==> config.mk <==
export PLATFORM = sky130hd
export DESIGN_NAME = xorshift128plus_generator
export DESIGN_NICKNAME = d
export VERILOG_FILES = /design/src/rtl/xs128p_pkg.sv /design/src/rtl/xs128p_datapath.sv /design/src/rtl/xs128p_ctrl.sv /design/src/rtl/xorshift128plus_generator.sv
export SDC_FILE = /design/constraint.sdc
export NUM_CORES = 2
export LEC_CHECK = 0
export BUFFER_PORTS_ARGS = -buffer_cell sky130_fd_sc_hd__buf_2
export CORE_ASPECT_RATIO = 1.1
export CORE_MARGIN = 10
export CORE_UTILIZATION = 57
export DETAILED_ROUTE_END_ITERATION = 8
export GPL_TIMING_DRIVEN = 0
export HOLD_SLACK_MARGIN = 0.1
export PLACE_DENSITY_LB_ADDON = 0.15
export SETUP_SLACK_MARGIN = 0.5
export SYNTH_ARGS = -nofsm -noshare
export SYNTH_HDL_FRONTEND = slang
export SYNTH_SLANG_ARGS = --single-unit
==> constraint.sdc <==
create_clock -name clk_i -period 12.4 [get_ports clk_i]
set_input_delay 0.62 -clock clk_i [delete_from_list [all_inputs] [get_ports clk_i]]
set_output_delay 0.62 -clock clk_i [all_outputs]
set_load 0.005 [all_outputs]
==> src/rtl/xs128p_pkg.sv <==
// Shared types and constants for the xorshift128+ generator.
// No dependencies.
package xs128p_pkg;

  localparam int unsigned WordW = 64;
  localparam int unsigned HalfW = 32;
  localparam int unsigned DivSteps = 64;
  localparam int unsigned DivCntW = $clog2(DivSteps);

  // murmur3 finalizer multipliers and shift amount, then xorshift128+ shift amounts
  localparam logic [WordW-1:0] MixMulOne = 64'hff51afd7ed558ccd;
  localparam logic [WordW-1:0] MixMulTwo = 64'hc4ceb9fe1a85ec53;
  localparam int unsigned MixShift = 33;
  localparam int unsigned XsShiftA = 23;
  localparam int unsigned XsShiftB = 17;
  localparam int unsigned XsShiftC = 26;

  typedef struct packed {
    logic signed [31:0] range_min;
    logic signed [31:0] range_max;
  } xs_in_t;

  typedef struct packed {
    logic        [63:0] raw_draw;
    logic signed [31:0] ranged_draw;
  } xs_out_t;

  typedef enum logic [3:0] {
    OP_NONE      = 4'd0,
    OP_LOAD_SEED = 4'd1,
    OP_LOAD_A    = 4'd2,
    OP_XSHIFT    = 4'd3,
    OP_MUL       = 4'd4,
    OP_FINAL_A   = 4'd5,
    OP_FINAL_B   = 4'd6,
    OP_STEP      = 4'd7,
    OP_DIV       = 4'd8,
    OP_RESULT    = 4'd9
  } xs_op_e;

  typedef struct packed {
    xs_op_e     op;
    logic [1:0] mul_phase;  // which 32x32 partial product
    logic       mul_second; // 1: second finalizer multiplier
  } xs_cmd_t;

  typedef struct packed {
    logic div_last;
  } xs_status_t;

endpackage

==> src/rtl/xs128p_datapath.sv <==
// Datapath: state words, seed, finalizer multiply, xorshift step, remainder unit.
// Depends on xs128p_pkg.
module xs128p_datapath (
  input  logic                 clk_i,
  input  logic                 rst_ni,
  input  logic                 seed_we_i,
  input  logic [63:0]          seed_i,
  input  xs128p_pkg::xs_in_t   in_i,
  input  xs128p_pkg::xs_cmd_t  cmd_i,
  output xs128p_pkg::xs_status_t status_o,
  output xs128p_pkg::xs_out_t  out_o
);
  import xs128p_pkg::*;

  logic [WordW-1:0]   seed_q;
  logic [WordW-1:0]   word_a_q, word_b_q;
  logic [WordW-1:0]   hash_q, prod_q;
  logic [WordW-1:0]   raw_q, dvd_q;
  logic [HalfW-1:0]   rem_q, span_q;
  logic signed [31:0] min_q;
  logic [DivCntW-1:0] div_cnt_q;
  xs_out_t            out_q;

  logic [WordW-1:0] mix_const, hash_xs, prod, prod_sum;
  logic [HalfW-1:0] mul_a, mul_b;
  logic [WordW-1:0] xs_x1, xs_x2, xs_x3, xs_raw;
  logic [HalfW-1:0] diff, mag;
  logic [HalfW:0]   rem_shift, rem_sub;
  logic             rem_ge;
  logic [HalfW-1:0] rem_final;

  // seed register: reset value is part of the contract
  always_ff @(posedge clk_i or negedge rst_ni) begin
    if (!rst_ni) begin
      seed_q <= '0;
    end else if (seed_we_i) begin
      seed_q <= seed_i;
    end
  end

  // finalizer: one shared 32x32 multiplier, three partial products per 64-bit multiply
  assign mix_const = cmd_i.mul_second ? MixMulTwo : MixMulOne;
  assign hash_xs   = hash_q ^ (hash_q >> MixShift);

  always_comb begin
    case (cmd_i.mul_phase)
      2'd0: begin
        mul_a = hash_q[HalfW-1:0];
        mul_b = mix_const[HalfW-1:0];
      end
      2'd1: begin
        mul_a = hash_q[HalfW-1:0];
        mul_b = mix_const[WordW-1:HalfW];
      end
      default: begin
        mul_a = hash_q[WordW-1:HalfW];
        mul_b = mix_const[HalfW-1:0];
      end
    endcase
  end

  assign prod     = WordW'(mul_a) * WordW'(mul_b);
  assign prod_sum = prod_q + {prod[HalfW-1:0], {HalfW{1'b0}}};

  // xorshift128+ step
  assign xs_x1  = word_a_q ^ (word_a_q << XsShiftA);
  assign xs_x2  = xs_x1 ^ (xs_x1 >> XsShiftB);
  assign xs_x3  = xs_x2 ^ word_b_q ^ (word_b_q >> XsShiftC);
  assign xs_raw = xs_x3 + word_b_q;

  // span = |max - min| + 1 in 32-bit wraparound
  assign diff = HalfW'(in_i.range_max) - HalfW'(in_i.range_min);
  assign mag  = diff[HalfW-1] ? (HalfW'(0) - diff) : diff;

  // restoring remainder, one dividend bit per cycle
  assign rem_shift = {rem_q, dvd_q[WordW-1]};
  assign rem_sub   = rem_shift - {1'b0, span_q};
  assign rem_ge    = rem_shift >= {1'b0, span_q};
  // zero span passes the draw unreduced
  assign rem_final = (span_q == '0) ? raw_q[HalfW-1:0] : rem_q;

  always_ff @(posedge clk_i) begin
    case (cmd_i.op)
      OP_LOAD_SEED: hash_q <= {seed_q[WordW-2:0], 1'b1};
      OP_LOAD_A:    hash_q <= word_a_q;
      OP_XSHIFT:    hash_q <= hash_xs;
      OP_MUL: begin
        if (cmd_i.mul_phase == 2'd0) begin
          prod_q <= prod;
        end else if (cmd_i.mul_phase == 2'd1) begin
          prod_q <= prod_sum;
        end else begin
          hash_q <= prod_sum;
        end
      end
      OP_FINAL_A: word_a_q <= hash_xs;
      OP_FINAL_B: word_b_q <= hash_xs;
      OP_STEP: begin
        word_a_q  <= word_b_q;
        word_b_q  <= xs_x3;
        raw_q     <= xs_raw;
        dvd_q     <= xs_raw;
        rem_q     <= '0;
        span_q    <= mag + HalfW'(1);
        min_q     <= in_i.range_min;
        div_cnt_q <= '0;
      end
      OP_DIV: begin
        rem_q     <= rem_ge ? rem_sub[HalfW-1:0] : rem_shift[HalfW-1:0];
        dvd_q     <= {dvd_q[WordW-2:0], 1'b0};
        div_cnt_q <= div_cnt_q + DivCntW'(1);
      end
      OP_RESULT: begin
        out_q.raw_draw    <= raw_q;
        out_q.ranged_draw <= signed'(HalfW'(min_q) + rem_final);
      end
      default: ;
    endcase
  end

  assign status_o.div_last = (div_cnt_q == DivCntW'(DivSteps - 1));
  assign out_o             = out_q;

endmodule

==> src/rtl/xs128p_ctrl.sv <==
// Controller: sequences seed reload, draw step, remainder loop and output beat.
// Depends on xs128p_pkg.
module xs128p_ctrl (
  input  logic                   clk_i,
  input  logic                   rst_ni,
  input  logic                   cfg_valid_i,
  output logic                   cfg_ready_o,
  input  logic                   in_valid_i,
  output logic                   in_stall_o,
  output logic                   out_valid_o,
  input  logic                   out_stall_i,
  output xs128p_pkg::xs_cmd_t    cmd_o,
  input  xs128p_pkg::xs_status_t status_i
);
  import xs128p_pkg::*;

  typedef enum logic [8:0] {
    S_IDLE = 9'b000000001,
    S_LOAD = 9'b000000010,
    S_X1   = 9'b000000100,
    S_M1   = 9'b000001000,
    S_X2   = 9'b000010000,
    S_M2   = 9'b000100000,
    S_FIN  = 9'b001000000,
    S_DIV  = 9'b010000000,
    S_DONE = 9'b100000000
  } state_e;

  state_e     state_q, state_d;
  logic [1:0] phase_q, phase_d;
  logic       pass_q, pass_d;   // 0: word a, 1: word b
  logic       out_valid_q, out_valid_d;
  logic       idle, cfg_take, in_take, out_load;

  assign idle        = (state_q == S_IDLE);
  assign cfg_ready_o = idle;
  assign cfg_take    = idle && cfg_valid_i;
  // config has priority in idle
  assign in_stall_o  = !idle || cfg_valid_i;
  assign in_take     = in_valid_i && !in_stall_o;
  assign out_load    = (state_q == S_DONE) && (!out_valid_q || !out_stall_i);

  always_comb begin
    state_d          = state_q;
    phase_d          = phase_q;
    pass_d           = pass_q;
    cmd_o.op         = OP_NONE;
    cmd_o.mul_phase  = phase_q;
    cmd_o.mul_second = 1'b0;

    case (state_q)
      S_IDLE: begin
        if (cfg_take) begin
          pass_d  = 1'b0;
          state_d = S_LOAD;
        end else if (in_take) begin
          cmd_o.op = OP_STEP;
          state_d  = S_DIV;
        end
      end
      S_LOAD: begin
        cmd_o.op = pass_q ? OP_LOAD_A : OP_LOAD_SEED;
        state_d  = S_X1;
      end
      S_X1: begin
        cmd_o.op = OP_XSHIFT;
        phase_d  = 2'd0;
        state_d  = S_M1;
      end
      S_M1: begin
        cmd_o.op = OP_MUL;
        phase_d  = phase_q + 2'd1;
        if (phase_q == 2'd2) begin
          state_d = S_X2;
        end
      end
      S_X2: begin
        cmd_o.op = OP_XSHIFT;
        phase_d  = 2'd0;
        state_d  = S_M2;
      end
      S_M2: begin
        cmd_o.op         = OP_MUL;
        cmd_o.mul_second = 1'b1;
        phase_d          = phase_q + 2'd1;
        if (phase_q == 2'd2) begin
          state_d = S_FIN;
        end
      end
      S_FIN: begin
        cmd_o.op = pass_q ? OP_FINAL_B : OP_FINAL_A;
        if (pass_q) begin
          state_d = S_IDLE;
        end else begin
          pass_d  = 1'b1;
          state_d = S_LOAD;
        end
      end
      S_DIV: begin
        cmd_o.op = OP_DIV;
        if (status_i.div_last) begin
          state_d = S_DONE;
        end
      end
      S_DONE: begin
        if (out_load) begin
          cmd_o.op = OP_RESULT;
          state_d  = S_IDLE;
        end
      end
      default: state_d = S_IDLE;
    endcase
  end

  always_comb begin
    if (out_load) begin
      out_valid_d = 1'b1;
    end else if (out_valid_q && !out_stall_i) begin
      out_valid_d = 1'b0;
    end else begin
      out_valid_d = out_valid_q;
    end
  end

  // reset enters the reload sequence with the reset seed
  always_ff @(posedge clk_i or negedge rst_ni) begin
    if (!rst_ni) begin
      state_q     <= S_LOAD;
      phase_q     <= '0;
      pass_q      <= 1'b0;
      out_valid_q <= 1'b0;
    end else begin
      state_q     <= state_d;
      phase_q     <= phase_d;
      pass_q      <= pass_d;
      out_valid_q <= out_valid_d;
    end
  end

  assign out_valid_o = out_valid_q;

endmodule

==> src/rtl/xorshift128plus_generator.sv <==
// Top level of the xorshift128+ generator with ranged output.
// Depends on xs128p_pkg, xs128p_ctrl, xs128p_datapath.
//
// Channel  | Direction | Handshake            | Beat
// ---------+-----------+----------------------+-----------------------------
// cfg      | in        | cfg_valid_i/ready_o  | 64-bit seed
// in       | in        | in_valid_i/stall_o   | xs_in_t  {range_min, range_max}
// out      | out       | out_valid_o/stall_i  | xs_out_t {raw_draw, ranged_draw}
//
// Draw sequence: the accepting cycle does the xorshift step, then the
//   64-step restoring remainder loop runs one dividend bit a cycle, then
//   the output register is loaded once it holds no stalled beat.
// Reset and seed writes run the finalizer twice (word a, then word b) on a
//   shared 32x32 multiplier, with input held stalled meanwhile.
// A finished beat waits in the output register; the next input beat is
//   taken meanwhile, and only the next result waits on out_stall_i.
module xorshift128plus_generator (
  input  logic                clk_i,
  input  logic                rst_ni,
  input  logic                cfg_valid_i,
  output logic                cfg_ready_o,
  input  logic [63:0]         cfg_data_i,
  input  logic                in_valid_i,
  output logic                in_stall_o,
  input  xs128p_pkg::xs_in_t  in_i,
  output logic                out_valid_o,
  input  logic                out_stall_i,
  output xs128p_pkg::xs_out_t out_o
);
  import xs128p_pkg::*;

  xs_cmd_t    cmd;
  xs_status_t status;
  logic       seed_we;

  // seed register loads on the config beat; the controller then reloads state
  assign seed_we = cfg_valid_i && cfg_ready_o;

  xs128p_ctrl u_ctrl (
    .clk_i       (clk_i),
    .rst_ni      (rst_ni),
    .cfg_valid_i (cfg_valid_i),
    .cfg_ready_o (cfg_ready_o),
    .in_valid_i  (in_valid_i),
    .in_stall_o  (in_stall_o),
    .out_valid_o (out_valid_o),
    .out_stall_i (out_stall_i),
    .cmd_o       (cmd),
    .status_i    (status)
  );

  // state words, multiplier and remainder unit
  xs128p_datapath u_datapath (
    .clk_i     (clk_i),
    .rst_ni    (rst_ni),
    .seed_we_i (seed_we),
    .seed_i    (cfg_data_i),
    .in_i      (in_i),
    .cmd_i     (cmd),
    .status_o  (status),
    .out_o     (out_o)
  );

endmodule

==> run summary <==
Status = finished clean
Period utilization = 92.87%
Post-Syn Instances = 6591
Remaining antenna violation count = 0
Startpoint types = flop
HPWL Detailed = 206500 µm
#FFs+latches synth = 658
Max-Cap Viols = 0
DR vias = 51482
Syn Nets = 8085
Post-synthesis sequential area ratio = 28.36%
Syn_area_per_cell = 10.37 µm²
Final Cell Area = 0.07476 mm²
Total Wirelength = 242600 µm
CTS tree = built
Syn-to-layout area delta = 9.411%
Clk Latency, worst-skew pair = 0.71 ns
# setup viols final = 0
Vias in the first global route = 52365
Layout filler cell count = 10090
Die Span Y = 383.1 µm
Core area = 0.1193 mm²
Initial antenna violation count = 9
Grt ovf = 0
Largest net degree at the start of global routing = 65
Initial DRT Pass Iterations = 9
FMAX = 86.83 MHz
IO buf count = 230
Clk pin slew, worst setup/hold paths = 0.06 ns
DR DRC count = 0
Slowest CP cell = or4b_2
RSZ-0062 raised after global routing = no
FFs w/ async S/R, synth = 11.55%
Clock sinks = 658
Die W = 350.1 µm
Routed wire per std cell = 28.40 µm
Num CTS Buffers = 76
Max FO, Critical Path = 12
Netlist Area Pre-Place = 0.06833 mm²
Biggest cell delay along the critical path = 0.66 ns
Top delay family on crit path = adder cells
Fin. Hold Viols = 0
Share of cells above drive strength 1 = 9.851%
Tmin final = 11.52 ns
Avg Vias per Cell = 6.026
Commonest non-fill, non-tap cell in the layout = inv_1
Worst slew pin tran = 1.393 ns
Total GRT Usage = 36.17%
I/O Pins = 232
CP Class = flop to flop
CP required = 12.81 ns
Buffers & Inverters on Critical Path = 11
Clock Tree Root = clkbuf_16
Yosys warnings = 0
Most Frequent Cell on Critical Path = fa_1
Starting Density = 57.27%
EDFF count, synth = 582
Skew final = 0.05734 ns
Critical path arrival = 11.93 ns
Worst hold-check path type = input pin to flop
Distinct cells, synth = 100
Ys flop type = edfxtp_1
Commonest cells after routing, fill and taps aside = 1082 x inv_1, 866 x fa_1, 582 x edfxtp_1, 554 x nand2_1, 503 x nor2_1
RePlAce Congestion = 1.044
Final Slew Violations = 0
Setup crit end kind = flop
Die area = 0.1341 mm²
Clk buf depth = 3
Nets = 8418
CTS H-tree depth = 3
Row count = 133
First-pass GRT wire length = 350800 µm
Max_slew headroom = 4.449%
Area of placed instances = 0.07178 mm²
Initial DRC Count = 5946
cell type report:
cell class / instances / area (µm²) / area share (%)
antenna: 7 / 17.52 / 0.02343
multi-input combinational: 4659 / 44490 / 59.51
tap: 1552 / 1942 / 2.598
inverter: 1088 / 4098 / 5.481
sequential: 658 / 19380 / 25.92
buffer: 186 / 798.3 / 1.068
clock buffer: 105 / 2041 / 2.730
clock inverter: 33 / 449.2 / 0.6009
timing repair buffer: 255 / 1540 / 2.060
metrics by stage:
stage | instances | TNS, ns | setup slack (ns) | hold WS [ns] | utilization, %
finish | 8543 | 0 | 0.8838 | 0.1380 | 62.65
global route | 8536 | 0 | 0.4762 | 0.1251 | 62.64
CTS | 8533 | 0 | 0.5133 | 0.1000 | 62.47
floorplan | 6591 | 0 | 2.037 | 0.3244 | -
global placement | 8373 | -44.13 | -1.993 | 0.4004 | 59.86
detailed placement | 8386 | -49.84 | -2.129 | 0.4066 | 60.16
path summary, 6_finish.rpt:
path / depth (start not counted) / slack [ns] / startpoint / endpoint
setup / recovery: 41 / 0.88 / u_ctrl.state_q[8] / u_datapath.prod_q[62]
hold / removal: 1 / 0.14 / in_i[54] / u_datapath.min_q[22]
setup reg to reg: 41 / 0.88 / u_ctrl.state_q[8] / u_datapath.prod_q[62]
hold reg to reg: 0 / 0.42 / u_datapath.raw_q[56] / u_datapath.out_o[88]
max in group asynchronous: 3 / 11.31 / rst_ni / u_datapath.seed_q[8]
min in group asynchronous: 2 / 0.42 / rst_ni / u_ctrl.out_valid_o
timing repair:
| item | 4_1_cts | 5_1_grt |
|---|---|---|
| setup buffers | 2 | 2 |
| hold endpoints to repair | 35 | 0 |
| setup endpoints to repair | 60 | 27 |
| resized for setup | 63 | 64 |
| hold buffers | 7 | 0 |
| pin swaps | 1 | 2 |
synthesized netlist by cell type (8+ instances only):
cell type,instances,area share [%]
xor2_1,171,2.2
a31oi_1,30,0.27
mux2_2,140,2.3
mux2i_1,69,1.0
or2_2,51,0.47
o21a_1,30,0.33
nor4_1,20,0.18
ha_1,495,9.1
a21boi_0,11,0.12
edfxtp_1,582,26
buf_1,15,0.082
nor2b_1,65,0.60
a31o_2,8,0.10
a211oi_1,26,0.29
fa_1,866,25
nand2_1,558,3.1
o21bai_1,24,0.26
o211ai_1,20,0.22
nand4_1,41,0.38
nor3_1,42,0.31
and2_1,108,0.99
a22oi_1,36,0.40
o31ai_1,16,0.18
a21o_1,120,1.3
clkbuf_1,161,0.88
and4_1,12,0.15
a222oi_1,33,0.48
or3_1,19,0.17
and3_1,22,0.20
a311oi_1,8,0.10
nor2_1,511,2.8
xnor2_1,337,4.3
a21oi_1,221,1.6
nand3_1,70,0.51
o21ai_0,219,1.6
nand2b_1,113,1.0
dfrtp_1,75,2.7
inv_1,1087,6.0
state kept, by name, indices dropped and copies added, names as in the netlist:
register              count
u_ctrl.pass_q             1
u_ctrl.state_q            9
u_ctrl.phase_q            2
u_datapath.rem_q         32
u_datapath.div_cnt_q      6
u_datapath.word_b_q      64
u_datapath.seed_q        63
u_datapath.prod_q        64
u_datapath.word_a_q      64
u_datapath.out_o         96
u_ctrl.out_valid_o        1
u_datapath.hash_q        64
u_datapath.min_q         32
u_datapath.span_q        32
u_datapath.dvd_q         64
u_datapath.raw_q         64
metal layers:
| layer | vias to the layer above | track usage (%) | wire (µm) |
|---|---|---|---|
| met5 | - | 0 | 0 |
| met4 | 0 | 23.11 | 18990 |
| met1 | 25786 | 45.52 | 89570 |
| met3 | 634 | 6.533 | 23010 |
| met2 | 2698 | 57.43 | 111000 |
| li1 | 22364 | - | - |
kinds of logic (layout without fill, tap and decap cells):
logic type      after synthesis  in the layout  synth area share [%]
compound gates              908            908                 8.859
xor+xnor                    509            509                 6.536
fa+ha+maj                  1361           1361                 34.44
buf+inv                    1274           1667                 7.039
flops                       658            658                 28.36
mux                         209            209                 3.318
other cells                   1              8              0.005488
simple gates               1671           1671                 11.44
Power is left out: the tool's default activity adds up to more than one toggle a clock period on the data nets, which glitch-free logic cannot reach.
